`src/design/bsfn_pkg.sv`:
```
// Shared constants, types and helper functions of the bitmap block.
package bsfn_pkg;

  localparam int BITS        = 1024;
  localparam int BLOCK_WIDTH = 64;
  localparam int NUM_BLOCKS  = (BITS + BLOCK_WIDTH - 1) / BLOCK_WIDTH;
  localparam int ADDR_W      = (NUM_BLOCKS > 1) ? $clog2(NUM_BLOCKS) : 1;
  localparam int BIT_W       = $clog2(BLOCK_WIDTH);
  localparam int CNT_W       = $clog2(BITS + 1);

  localparam int KIND_W  = 3;
  localparam int INDEX_W = 10;
  localparam int COUNT_W = 11;
  localparam int POS_W   = 10;

  localparam logic [COUNT_W-1:0] COUNT_RESET = COUNT_W'(1024);

  typedef logic [BLOCK_WIDTH-1:0] word_t;

  typedef enum logic [KIND_W-1:0] {
    KIND_TEST      = 3'd0,
    KIND_SET       = 3'd1,
    KIND_RESET     = 3'd2,
    KIND_START_FWD = 3'd3,
    KIND_START_REV = 3'd4,
    KIND_NEXT      = 3'd5
  } kind_t;

  typedef enum logic [1:0] {
    ADDR_INDEX,
    ADDR_ZERO,
    ADDR_LAST
  } addr_sel_t;

  typedef enum logic [2:0] {
    ST_IDLE,
    ST_BIT,
    ST_START_FWD,
    ST_START_REV,
    ST_NOP,
    ST_NEXT,
    ST_LOAD
  } state_t;

  typedef struct packed {
    logic      capture;
    addr_sel_t addr_sel;
    logic      bit_op;
    logic      start_fwd;
    logic      start_rev;
    logic      step;
    logic      load;
    logic      emit;
  } dp_cmd_t;

  typedef struct packed {
    logic step_load;
  } dp_status_t;

  // Count in use, limited to the size of the map.
  function automatic logic [CNT_W-1:0] eff_count(input logic [COUNT_W-1:0] c);
    if (32'(c) > 32'(BITS)) begin
      return CNT_W'(BITS);
    end
    return CNT_W'(c);
  endfunction

  // Position of the lowest set bit; isolate it with v & -v, then encode.
  function automatic logic [BIT_W-1:0] lowest_set(input word_t v);
    word_t            iso;
    logic [BIT_W-1:0] p;
    iso = v & (~v + word_t'(1));
    p   = '0;
    for (int i = 0; i < BLOCK_WIDTH; i++) begin
      if (iso[i]) begin
        p = p | BIT_W'(i);
      end
    end
    return p;
  endfunction

  // Position of the highest set bit, through the bit-reversed word.
  function automatic logic [BIT_W-1:0] highest_set(input word_t v);
    word_t r;
    for (int i = 0; i < BLOCK_WIDTH; i++) begin
      r[i] = v[BLOCK_WIDTH-1-i];
    end
    return BIT_W'(BLOCK_WIDTH - 1) - lowest_set(r);
  endfunction

  // Mask of the bits of a block starting at start that lie below count n.
  function automatic word_t block_mask(input logic [31:0] start, input logic [31:0] n);
    word_t       m;
    logic [31:0] avail;
    avail = n - start;
    if (start >= n) begin
      m = '0;
    end else if (avail >= 32'(BLOCK_WIDTH)) begin
      m = '1;
    end else begin
      m = ~(word_t'('1) << avail[BIT_W-1:0]);
    end
    return m;
  endfunction

endpackage

```
`src/design/bsfn_ctrl.sv`:
```
// Controller state machine that sequences each request through the datapath.
module bsfn_ctrl (
  input  logic                         clk,
  input  logic                         rst,
  input  logic                         start,
  input  logic [bsfn_pkg::KIND_W-1:0]  kind,
  input  bsfn_pkg::dp_status_t         status,
  output bsfn_pkg::dp_cmd_t            cmd,
  output logic                         busy
);
  import bsfn_pkg::*;

  state_t state;
  state_t state_next;

  always_ff @(posedge clk) begin
    if (rst) begin
      state <= ST_IDLE;
    end else begin
      state <= state_next;
    end
  end

  always_comb begin
    state_next = state;
    case (state)
      ST_IDLE: begin
        if (start) begin
          case (kind_t'(kind))
            KIND_TEST, KIND_SET, KIND_RESET: state_next = ST_BIT;
            KIND_START_FWD:                  state_next = ST_START_FWD;
            KIND_START_REV:                  state_next = ST_START_REV;
            KIND_NEXT:                       state_next = ST_NEXT;
            default:                         state_next = ST_NOP;
          endcase
        end
      end
      ST_NEXT: begin
        state_next = status.step_load ? ST_LOAD : ST_IDLE;
      end
      ST_LOAD:  state_next = ST_NEXT;
      default:  state_next = ST_IDLE;
    endcase
  end

  always_comb begin
    cmd      = '0;
    busy     = (state != ST_IDLE);
    case (state)
      ST_IDLE: begin
        cmd.capture = start;
        case (kind_t'(kind))
          KIND_START_FWD: cmd.addr_sel = ADDR_ZERO;
          KIND_START_REV: cmd.addr_sel = ADDR_LAST;
          default:        cmd.addr_sel = ADDR_INDEX;
        endcase
      end
      ST_BIT: begin
        cmd.bit_op = 1'b1;
        cmd.emit   = 1'b1;
      end
      ST_START_FWD: begin
        cmd.start_fwd = 1'b1;
        cmd.emit      = 1'b1;
      end
      ST_START_REV: begin
        cmd.start_rev = 1'b1;
        cmd.emit      = 1'b1;
      end
      ST_NOP: begin
        cmd.emit = 1'b1;
      end
      ST_NEXT: begin
        cmd.step = 1'b1;
        cmd.emit = !status.step_load;
      end
      ST_LOAD: begin
        cmd.load = 1'b1;
      end
      default: begin
        cmd = '0;
      end
    endcase
  end

endmodule

```
`src/design/bsfn_dp.sv`:
```
// Datapath: bit store memory, count register, search cursor and result registers.
module bsfn_dp (
  input  logic                          clk,
  input  logic                          rst,
  input  bsfn_pkg::dp_cmd_t             cmd,
  output bsfn_pkg::dp_status_t          status,
  input  logic                          cfg_we,
  input  logic [bsfn_pkg::COUNT_W-1:0]  cfg_wdata,
  input  logic [bsfn_pkg::KIND_W-1:0]   kind,
  input  logic [bsfn_pkg::INDEX_W-1:0]  bit_index,
  output logic                          bit_value,
  output logic [bsfn_pkg::POS_W-1:0]    position,
  output logic                          found,
  output logic                          index_error,
  output logic                          done
);
  import bsfn_pkg::*;

  logic [COUNT_W-1:0]   count_limit;
  logic [KIND_W-1:0]    kind_r;
  logic [INDEX_W-1:0]   idx_r;
  word_t                mem [NUM_BLOCKS];
  logic [NUM_BLOCKS-1:0] valid;
  word_t                rd_data;
  logic                 rd_vld;
  logic [ADDR_W-1:0]    rd_blk;
  logic [CNT_W-1:0]     cur_off;
  word_t                cur_block;
  logic                 cur_rev;
  logic                 cur_done;

  logic [CNT_W-1:0]     eff;
  logic [ADDR_W-1:0]    cap_addr;
  logic [ADDR_W-1:0]    step_addr;
  logic [ADDR_W-1:0]    rd_addr;
  logic                 rd_en;
  word_t                rd_word;
  word_t                rd_masked;
  logic                 err;
  logic [BIT_W-1:0]     bsel;
  logic                 old_bit;
  word_t                new_word;
  logic                 we;
  logic [CNT_W-1:0]     start_pos;
  logic [CNT_W-1:0]     n_start;
  logic [BIT_W-1:0]     hit_bit;
  logic [CNT_W-1:0]     hit_pos;
  logic                 blk_nz;
  logic                 fwd_more;
  logic                 rev_more;
  logic                 found_now;

  assign eff = eff_count(count_limit);

  always_comb begin
    case (cmd.addr_sel)
      ADDR_INDEX: cap_addr = ADDR_W'(bit_index >> BIT_W);
      ADDR_ZERO:  cap_addr = '0;
      ADDR_LAST:  cap_addr = ADDR_W'((eff - CNT_W'(1)) >> BIT_W);
      default:    cap_addr = '0;
    endcase
  end

  // Cursor step decode.
  assign start_pos = {cur_off[CNT_W-1:BIT_W], BIT_W'(0)};
  assign n_start   = start_pos + CNT_W'(BLOCK_WIDTH);
  assign blk_nz    = |cur_block;
  assign hit_bit   = cur_rev ? highest_set(cur_block) : lowest_set(cur_block);
  assign hit_pos   = {cur_off[CNT_W-1:BIT_W], hit_bit};
  assign rev_more  = (start_pos != '0);
  assign fwd_more  = (n_start < eff);
  assign found_now = !cur_done && blk_nz;
  assign step_addr = cur_rev ? ADDR_W'((start_pos - CNT_W'(1)) >> BIT_W)
                             : ADDR_W'(n_start >> BIT_W);
  assign status.step_load = !cur_done && !blk_nz && (cur_rev ? rev_more : fwd_more);

  assign rd_en   = cmd.capture || (cmd.step && status.step_load);
  assign rd_addr = cmd.capture ? cap_addr : step_addr;

  // Entries never written read as zero through the valid bits.
  assign rd_word   = rd_vld ? rd_data : '0;
  assign rd_masked = rd_word & block_mask(32'(rd_blk) << BIT_W, 32'(eff));

  // Single-bit read-modify-write.
  assign err      = (32'(idx_r) >= 32'(eff));
  assign bsel     = idx_r[BIT_W-1:0];
  assign old_bit  = rd_word[bsel];
  assign new_word = (kind_t'(kind_r) == KIND_SET) ? (rd_word | (word_t'(1) << bsel))
                                                  : (rd_word & ~(word_t'(1) << bsel));
  assign we       = cmd.bit_op && !err &&
                    ((kind_t'(kind_r) == KIND_SET) || (kind_t'(kind_r) == KIND_RESET));

  always_ff @(posedge clk) begin
    if (rd_en) begin
      rd_data <= mem[rd_addr];
      rd_vld  <= valid[rd_addr];
      rd_blk  <= rd_addr;
    end
    if (we) begin
      mem[rd_blk] <= new_word;
    end
  end

  always_ff @(posedge clk) begin
    if (rst) begin
      valid <= '0;
    end else if (we) begin
      valid[rd_blk] <= 1'b1;
    end
  end

  always_ff @(posedge clk) begin
    if (rst) begin
      count_limit <= COUNT_RESET;
    end else if (cfg_we) begin
      count_limit <= cfg_wdata;
    end
  end

  always_ff @(posedge clk) begin
    if (cmd.capture) begin
      kind_r <= kind;
      idx_r  <= bit_index;
    end
  end

  always_ff @(posedge clk) begin
    if (rst) begin
      cur_off   <= '0;
      cur_block <= '0;
      cur_rev   <= 1'b0;
      cur_done  <= 1'b1;
    end else if (cmd.start_fwd) begin
      cur_rev   <= 1'b0;
      cur_off   <= '0;
      cur_done  <= (eff == '0);
      cur_block <= rd_masked;
    end else if (cmd.start_rev) begin
      cur_rev   <= 1'b1;
      cur_off   <= (eff == '0) ? '0 : (eff - CNT_W'(1));
      cur_done  <= (eff == '0);
      cur_block <= rd_masked;
    end else if (cmd.load) begin
      cur_block <= rd_masked;
    end else if (cmd.step && !cur_done) begin
      if (blk_nz) begin
        cur_block <= cur_block & ~(word_t'(1) << hit_bit);
        cur_off   <= hit_pos;
      end else if (cur_rev) begin
        if (rev_more) begin
          cur_off <= start_pos - CNT_W'(1);
        end else begin
          cur_off  <= '0;
          cur_done <= 1'b1;
        end
      end else begin
        cur_off <= n_start;
        if (!fwd_more) begin
          cur_done <= 1'b1;
        end
      end
    end
  end

  always_ff @(posedge clk) begin
    if (rst) begin
      done <= 1'b0;
    end else begin
      done <= cmd.emit;
    end
  end

  always_ff @(posedge clk) begin
    if (cmd.emit) begin
      bit_value   <= cmd.bit_op && !err && old_bit;
      index_error <= cmd.bit_op && err;
      found       <= cmd.step && found_now;
      position    <= (cmd.step && found_now) ? POS_W'(hit_pos) : '0;
    end
  end

endmodule

```
`src/design/bitmap_set_and_find_next_top.sv`:
```
// Top level of the bitmap with set, reset, test and find-next-set-bit search.
//
//   Channel   Handshake            Payload
//   request   start / busy         kind, bit_index
//   result    done (one cycle)     bit_value, position, found, index_error
//   config    cfg_we               cfg_wdata (number of bits in use)
//
// A request is taken on a clock edge where start is high and busy is low.
// Test, set, reset, both starts and the unused kinds read the addressed block
// from the bit store, then update it, load the cursor or (test, unused kinds)
// leave it. Their result appears on the cycle after that step, with done high.
// A next request ends in its step state when the cursor's snapshot block still
// holds a set bit; else each block that the cursor moves through is read in a
// step state through the one read port of the bit store and loaded into the
// cursor in a load state, until a set bit is found or the map is exhausted.
// Reset is synchronous and leaves the map empty at once: each block has a
// valid bit, and a block never written reads as zero, so there is no clearing
// pass. The bit count returns to 1024 and the cursor is left with no search active.
// The result strobe cannot be held off; the next request may be taken on the
// cycle where the previous result is shown.
module bitmap_set_and_find_next_top (
  input  logic                          clk,
  input  logic                          rst,
  input  logic                          start,
  output logic                          busy,
  input  logic [bsfn_pkg::KIND_W-1:0]   kind,
  input  logic [bsfn_pkg::INDEX_W-1:0]  bit_index,
  output logic                          done,
  output logic                          bit_value,
  output logic [bsfn_pkg::POS_W-1:0]    position,
  output logic                          found,
  output logic                          index_error,
  input  logic                          cfg_we,
  input  logic [bsfn_pkg::COUNT_W-1:0]  cfg_wdata
);
  import bsfn_pkg::*;

  // Commands from the controller and status back from the datapath.
  dp_cmd_t    cmd;
  dp_status_t status;

  // The controller only decides what happens in each cycle; all data storage,
  // including the bit store and the cursor, lives in the datapath.
  bsfn_ctrl u_ctrl (
    .clk    (clk),
    .rst    (rst),
    .start  (start),
    .kind   (kind),
    .status (status),
    .cmd    (cmd),
    .busy   (busy)
  );

  // The datapath also latches the request payload on the capture command,
  // so the request ports need not hold after acceptance.
  bsfn_dp u_dp (
    .clk         (clk),
    .rst         (rst),
    .cmd         (cmd),
    .status      (status),
    .cfg_we      (cfg_we),
    .cfg_wdata   (cfg_wdata),
    .kind        (kind),
    .bit_index   (bit_index),
    .bit_value   (bit_value),
    .position    (position),
    .found       (found),
    .index_error (index_error),
    .done        (done)
  );

endmodule

```
`config.mk`:
```
export PLATFORM = sky130hd
export DESIGN_NAME = bitmap_set_and_find_next_top
export DESIGN_NICKNAME = d
export VERILOG_FILES = /design/src/design/bsfn_pkg.sv /design/src/design/bsfn_ctrl.sv /design/src/design/bsfn_dp.sv /design/src/design/bitmap_set_and_find_next_top.sv
export SDC_FILE = /design/constraint.sdc
export NUM_CORES = 2
export LEC_CHECK = 0
export ABC_CLOCK_PERIOD_IN_PS = 21600
export BUFFER_PORTS_ARGS = -buffer_cell sky130_fd_sc_hd__buf_2
export CORE_UTILIZATION = 32
export CTS_CLUSTER_DIAMETER = 200
export DETAILED_ROUTE_END_ITERATION = 10
export GPL_ROUTABILITY_DRIVEN = 0
export PLACE_DENSITY = 0.51
export SETUP_SLACK_MARGIN = 0.02
export SLEW_MARGIN = 15
export SYNTH_ARGS = -nofsm -noshare
export SYNTH_HDL_FRONTEND = slang
export SYNTH_SLANG_ARGS = --single-unit
```
`constraint.sdc`:
```
create_clock -name clk -period 21.6 [get_ports clk]
set_clock_uncertainty 0.05 [all_clocks]
set_input_delay 2.16 -clock clk [delete_from_list [all_inputs] [get_ports clk]]
set_output_delay 2.16 -clock clk [all_outputs]
set_load 0.02 [all_outputs]
```
; Word level (Yosys, flattened, before mapping)
; Memory sizes are Yosys's and may differ from the RTL's. A register that Yosys moved wholly into a read port is not among the register bits.
; Index checks and enable logic that the tools add are counted.
[totals]
register_bits = 133
elab_cells = 373
memories = 1
output_inout_bits = 15
ramBits = 1024
[mem_list]
columns = name, depth, word_bits, rd, rd_clocked_by_memory_dff, wr, line_no
row1 = u_dp.mem, 16, 64, 1, 1, 1, bsfn_dp.sv:22  ; word_t mem [NUM_BLOCKS];
[op_classes]
magnitude_cmp = 9
mux = 271
n_eq_ne = 19
bitwise_logic = 12
shifts = 3
addsub = 7
n_reduce_logical = 35
[op_table]
columns = op, n
row1 = $mux 64, 25
row2 = $mux 11, 40
row3 = $mux 6, 65
row4 = $and 64x64->64, 5
row5 = $not 64->64, 5
row6 = $mux 5, 32
row7 = $add 64x1->64 const B, 2
row8 = $shl 1x6->64 const A, 2
row9 = $mux 4, 18
row10 = $or 64x64->64, 1
row11 = $reduce_or 64->1, 1
row12 = $shl 64x6->64 const A, 1
row13 = $mux 1, 62
row14 = $mux 3, 14
row15 = $ge 32x7->1 const B, 1
row16 = $mux 16, 2
row17 = $ge 10x11->1, 2
row18 = $sub 11x1->11 const B, 2
row19 = $or 16x16->16, 1
row20 = $eq 3x2->1 const B, 5
row21 = $eq 3x3->1 const B, 5
row22 = $pmux 3 s4, 1
row23 = $sub 11x10->12, 1
row24 = $add 11x7->11 const B, 1
row25 = 37 further kinds, 62

; Logic depth before layout (Yosys ltp)
[logic_depth]
depth_word = 91
depth_mapped = 17

; Cells and area by module
; Synthesis repeated with hierarchy kept, for this count alone.
[hier_totals]
cells_unflattened = 3909
area_unflattened_um2 = 54325.9
[modules_own_cells]
columns = mod, area_per_inst_um2, cells_per_inst, instances
row1 = bsfn_dp, 54038.1, 3872, 1
row2 = bsfn_ctrl, 287.8, 37, 1

; Least setup slack after synthesis
; No wires, ideal clock.
[synth_timing]
kind = reg-to-reg
from = register u_dp.count_limit[4]
to = memory u_dp.mem[0][0] in the netlist's numbering (enable)
arrival_ns = 9.662
setup_time_ns = 0.644
required_time_ns = 20.906
path_stages_with_launch = 18
path_buffers = 2
path_slack_ns = 11.244
cell_sequence = dfxtp_1 -> clkbuf_1 -> nor4_1 -> nand2_1 -> o21ai_0 -> and2_1 -> inv_1 -> ha_1 -> nand4_1 -> nor3b_1 -> o31a_1 -> o21a_1 -> o21ai_0 -> a21oi_1 -> o31ai_1 -> nand3_1 -> clkbuf_1 -> nor4_1
[synth_via]
elab_chain_len = 9
[synth_rtl]
columns = element, line_no
row1 = from (decl), bsfn_dp.sv:19  ; logic [COUNT_W-1:0] count_limit;
row2 = from (signal assigned), bsfn_dp.sv:116  ; count_limit <= cfg_wdata;
row3 = $gt 11x11->1, bsfn_pkg.sv:62  ; if (32'(c) > 32'(BITS)) begin
row4 = $mux 1, bsfn_pkg.sv:62
row5 = $mux 11 (*), bsfn_pkg.sv:65  ; return CNT_W'(c);
row6 = $ge 10x11->1 (*), bsfn_dp.sv:85  ; assign err = (32'(idx_r) >= 32'(eff));
row7 = $logic_not 1->1 (*), bsfn_dp.sv:90  ; assign we = cmd.bit_op && !err &&
row8 = $logic_and 1x1->1 (*) (2 in series), bsfn_dp.sv:90
row9 = $mux 1 (*), bsfn_dp.sv:99  ; if (we) begin
row10 = $mux 1 (implied by the code) (*), bsfn_dp.sv:100  ; mem[rd_blk] <= new_word;
row11 = to (decl), bsfn_dp.sv:22
; Every way passes the cells marked *; elsewhere a longest branch is shown, timed or not.

; Worst setup path after layout
[layout_timing]
from = register u_dp.count_limit[3]
to = memory u_dp.mem[5][60] in the netlist's numbering (enable)
; The elaborated chain is that of the path after synthesis.

==> out/qor.txt <==
Synth Area in XOR/XNOR - 0.00192
H-tree levels - 4
Setup WS post-layout - 15.02 ns
# IOs - 43
Met1 Usage GRT - 0.296
Main synth FF type - edfxtp_1
Post-DP Area - 57,800 sq um
Finished layout cell area - 62,200 sq um
CTS tree - built
Filler cell count - 16.5k
Synth Cell Area - 54,900 sq um
First-pass GRT wire length - 276,000 um
Final hold violation count - 0
Worst Setup Start Kind - flip-flop
YS warnings - 0
DP Worst Slack - 14.53 ns
Post-synth EDFFs - 1,119
Longest Clk Path Bufs - 3
Hpwl dp - 110,000 um
Die width - 416 um
Via density per instance - 5.76
Worst EP arrival - 6.91 ns
Hold_buf cts - 0
Final WL - 189,000 um
1st-iter DRT viols - 5,356
Minimum clock period - 6.58 ns
Synthesized area per cell - 11.1 sq um
Cell Pwr Density - 91.8 nW/um^2
Share of layout cells above drive strength 1 - 0.0920
First drt pass iteration count - 9
Sink Count - 1,221
Post-synth net total - 4,978
Grt peak-use layer - met2
Total negative slack - 0 ns
Via count - 41.5k
Worst-path maximum fanout - 31
Initial antenna violation count - 11
Asr flop ratio synth - 0
Sequential share of the synthesized area - 0.650
Largest net degree at the start of global routing - 195
All-Layer GR Usage - 0.214
Reg area - 35,600 sq um
Vias in the first global route - 39.0k
Post-Syn Instances - 4,928
DR WL/cell - 26.2 um
Critical Path RT - 21.93 ns
Multiplexer area fraction after synthesis - 0.00938
Met2 usage - 0.329
Max Fclk - 0.152 GHz
Remaining global-route overflow - 0
Max-cap violations - 0
CORE AREA - 170,000 sq um
Hold crit path type - reg -> reg
I/O Buffers - 42
Die area - 173,000 sq um
Critical path class - reg -> reg
Die Ht - 416 um
Fin crit share - 0.305
Clk root buf - clkbuf_16
TritonCTS Buffers - 138
FF+latch count, synth - 1,221
Max VDD drop - 0.0000786 V
Number of remaining DRC errors - 0
Post-synthesis simple-gate area fraction - 0.209
Status - finished clean
Post-CTS Setup Bufs - 0
Clock transition at the registers of the reported paths - 0.06 ns
Slew headroom - 0.0422
Worst slew pin tran - 1.40 ns
Cts repair resizes - 0
DRT antenna net count - 0
Unrepaired setup endpoints after global routing - false
Final Util - 0.366
Global-route met3 utilization - 0.0339
Critical path capture point type - flip-flop
Starting density of the core - 0.323
Clock latency on the worst-skew pair - 0.79 ns
Standard-cell rows - 151
Multi-input gate area - 17,900 sq um
Nets - 4,931
Leak Pwr - 21.4 nW
Top post-synthesis cells by area - edfxtp_1, nand2_1, nand3_1, dfxtp_1, a311oi_1
Max Slew Vio Count - 0
Setup violations, final - 0
Layout Area Growth over Synthesis - 13.4%
Synth top area share - 0.613
Synth Area in Compound Gates - 0.0961
Post-Synth Adder-Cell Area - 0.00516
Area leader, netlist - edfxtp_1
Post-synth cell types - 90
Largest family of logic cells by synthesized area - simple AND/OR/NAND/NOR gates
==> sequential cells by signal, summed over array words and instances, names as in the netlist, 3 cells and up <==
| register | cells |
|---|---|
| u_ctrl.state | 3 |
| u_dp.count_limit | 11 |
| u_dp.cur_block | 64 |
| u_dp.cur_off | 5 |
| u_dp.idx_r | 10 |
| u_dp.kind_r | 3 |
| u_dp.mem | 1024 |
| u_dp.position | 10 |
| u_dp.rd_blk | 4 |
| u_dp.rd_data | 64 |
| u_dp.valid | 16 |
==> metal layers <==
metal	wire length, um	up-vias
met1	81900	20740
met2	84700	1838
li1	-	18423
met4	9120	2
met5	11	-
met3	13200	493
==> report_power, final <==
group	switching (mW)	total, mW	leakage, nW	internal (mW)
Sequential	0.0640	2.73	11.1	2.67
Combinational	0.517	0.698	8.16	0.181
Clock	0.966	2.28	2.11	1.31
==> placed cells by master, fill, tap and decap left out, types with 21 or more instances in the layout <==
master and n:
a31oi_1 89, clkbuf_16 141, nor4_1 56, o211ai_1 61, nor2_1 162, edfxtp_1 1119
nand2_1 1238, a311oi_1 147, a21oi_1 77, nand4_1 51, or4_1 25, buf_2 42
and2_1 27, buf_4 132, clkbuf_1 37, inv_1 44, clkinv_1 30, o21ai_0 73
nor3_1 76, dfxtp_1 102, a211oi_1 24, o31ai_1 24, nand3_1 629, and3_1 95
ha_1 21
==> Yosys cell counts (all sizes together), types with 13 or more instances <==
cell type,count
nand3,629
a41oi,19
edfxtp,1119
dfxtp,102
o31ai,34
a211oi,24
inv,47
a21o,19
a31oi,89
o21ai,86
nor2b,19
nand2,1241
a21boi,16
ha,21
or4,27
nor4,74
o2bb2ai,16
nor2,163
a21oi,78
a22oi,14
a311oi,147
mux2i,21
a32oi,13
and2,28
nor3,83
nand2b,17
buf,40
o41ai,15
mux4,13
o211ai,61
clkbuf,325
nand4,51
and3,95
or3,21
==> metrics by stage <==
step | hold WS (ns) | cells | total power [mW]
after floorplan | 0.382 | 4928 | 3.16
after global placement | 0.393 | 6959 | 3.46
after detailed placement | 0.398 | 6959 | 3.46
after CTS | 0.414 | 7205 | 5.73
after global routing | 0.429 | 7210 | 5.88
final | 0.410 | 7210 | 5.71
==> worst max-delay path, stage by stage (launching register included) <==
cell	delay, ns
dfxtp_1	0.48
nor4_1	0.75
nand2_1	0.18
o21ai_0	0.35
and2_1	0.22
inv_1	0.14
ha_1	0.32
nand4_1	0.10
nor3b_1	0.05
o31a_1	0.26
o21a_1	0.16
o21ai_0	0.14
a21oi_1	0.09
o31ai_1	0.21
buf_4	0.19
nand2_1	0.17
nor3_2	0.92
buf_4	0.72
buf_4	0.62
==> layout make-up <==
type	count	area share
multi-input cells	3293	0.288
diodes	5	0.000201
clock inverters	66	0.0104
repair buffers	178	0.0206
well taps	2218	0.0446
inverters	49	0.00324
flip-flops and latches	1221	0.573
clock buffers	180	0.0594
==> cells by family (layout without fill, tap and decap cells) <==
group / Yosys count / after routing
AO/OA/AOI/OAI: 720 / 720
XOR/XNOR: 12 / 12
adder cells (fa/ha/maj): 22 / 22
buffers and inverters: 414 / 473
flip-flops: 1221 / 1221
multiplexers: 35 / 35
other: 0 / 5
AND/OR/NAND/NOR: 2504 / 2504
==> final timing paths <==
kind                                                       start                         end  slack [ns]  cells after the start
worst max register to register  u_dp.count_limit[3]$_SDFFE_PP0P_   u_dp.mem[5][60]$_DFFE_PP_       15.02                     18
worst max-delay path            u_dp.count_limit[3]$_SDFFE_PP0P_   u_dp.mem[5][60]$_DFFE_PP_       15.02                     18
worst min-delay path                  u_dp.valid[8]$_SDFFE_PP0P_  u_dp.valid[8]$_SDFFE_PP0P_        0.41                      1
worst min register to register        u_dp.valid[8]$_SDFFE_PP0P_  u_dp.valid[8]$_SDFFE_PP0P_        0.41                      1
Note: power is estimated with default switching activity, not from simulation.
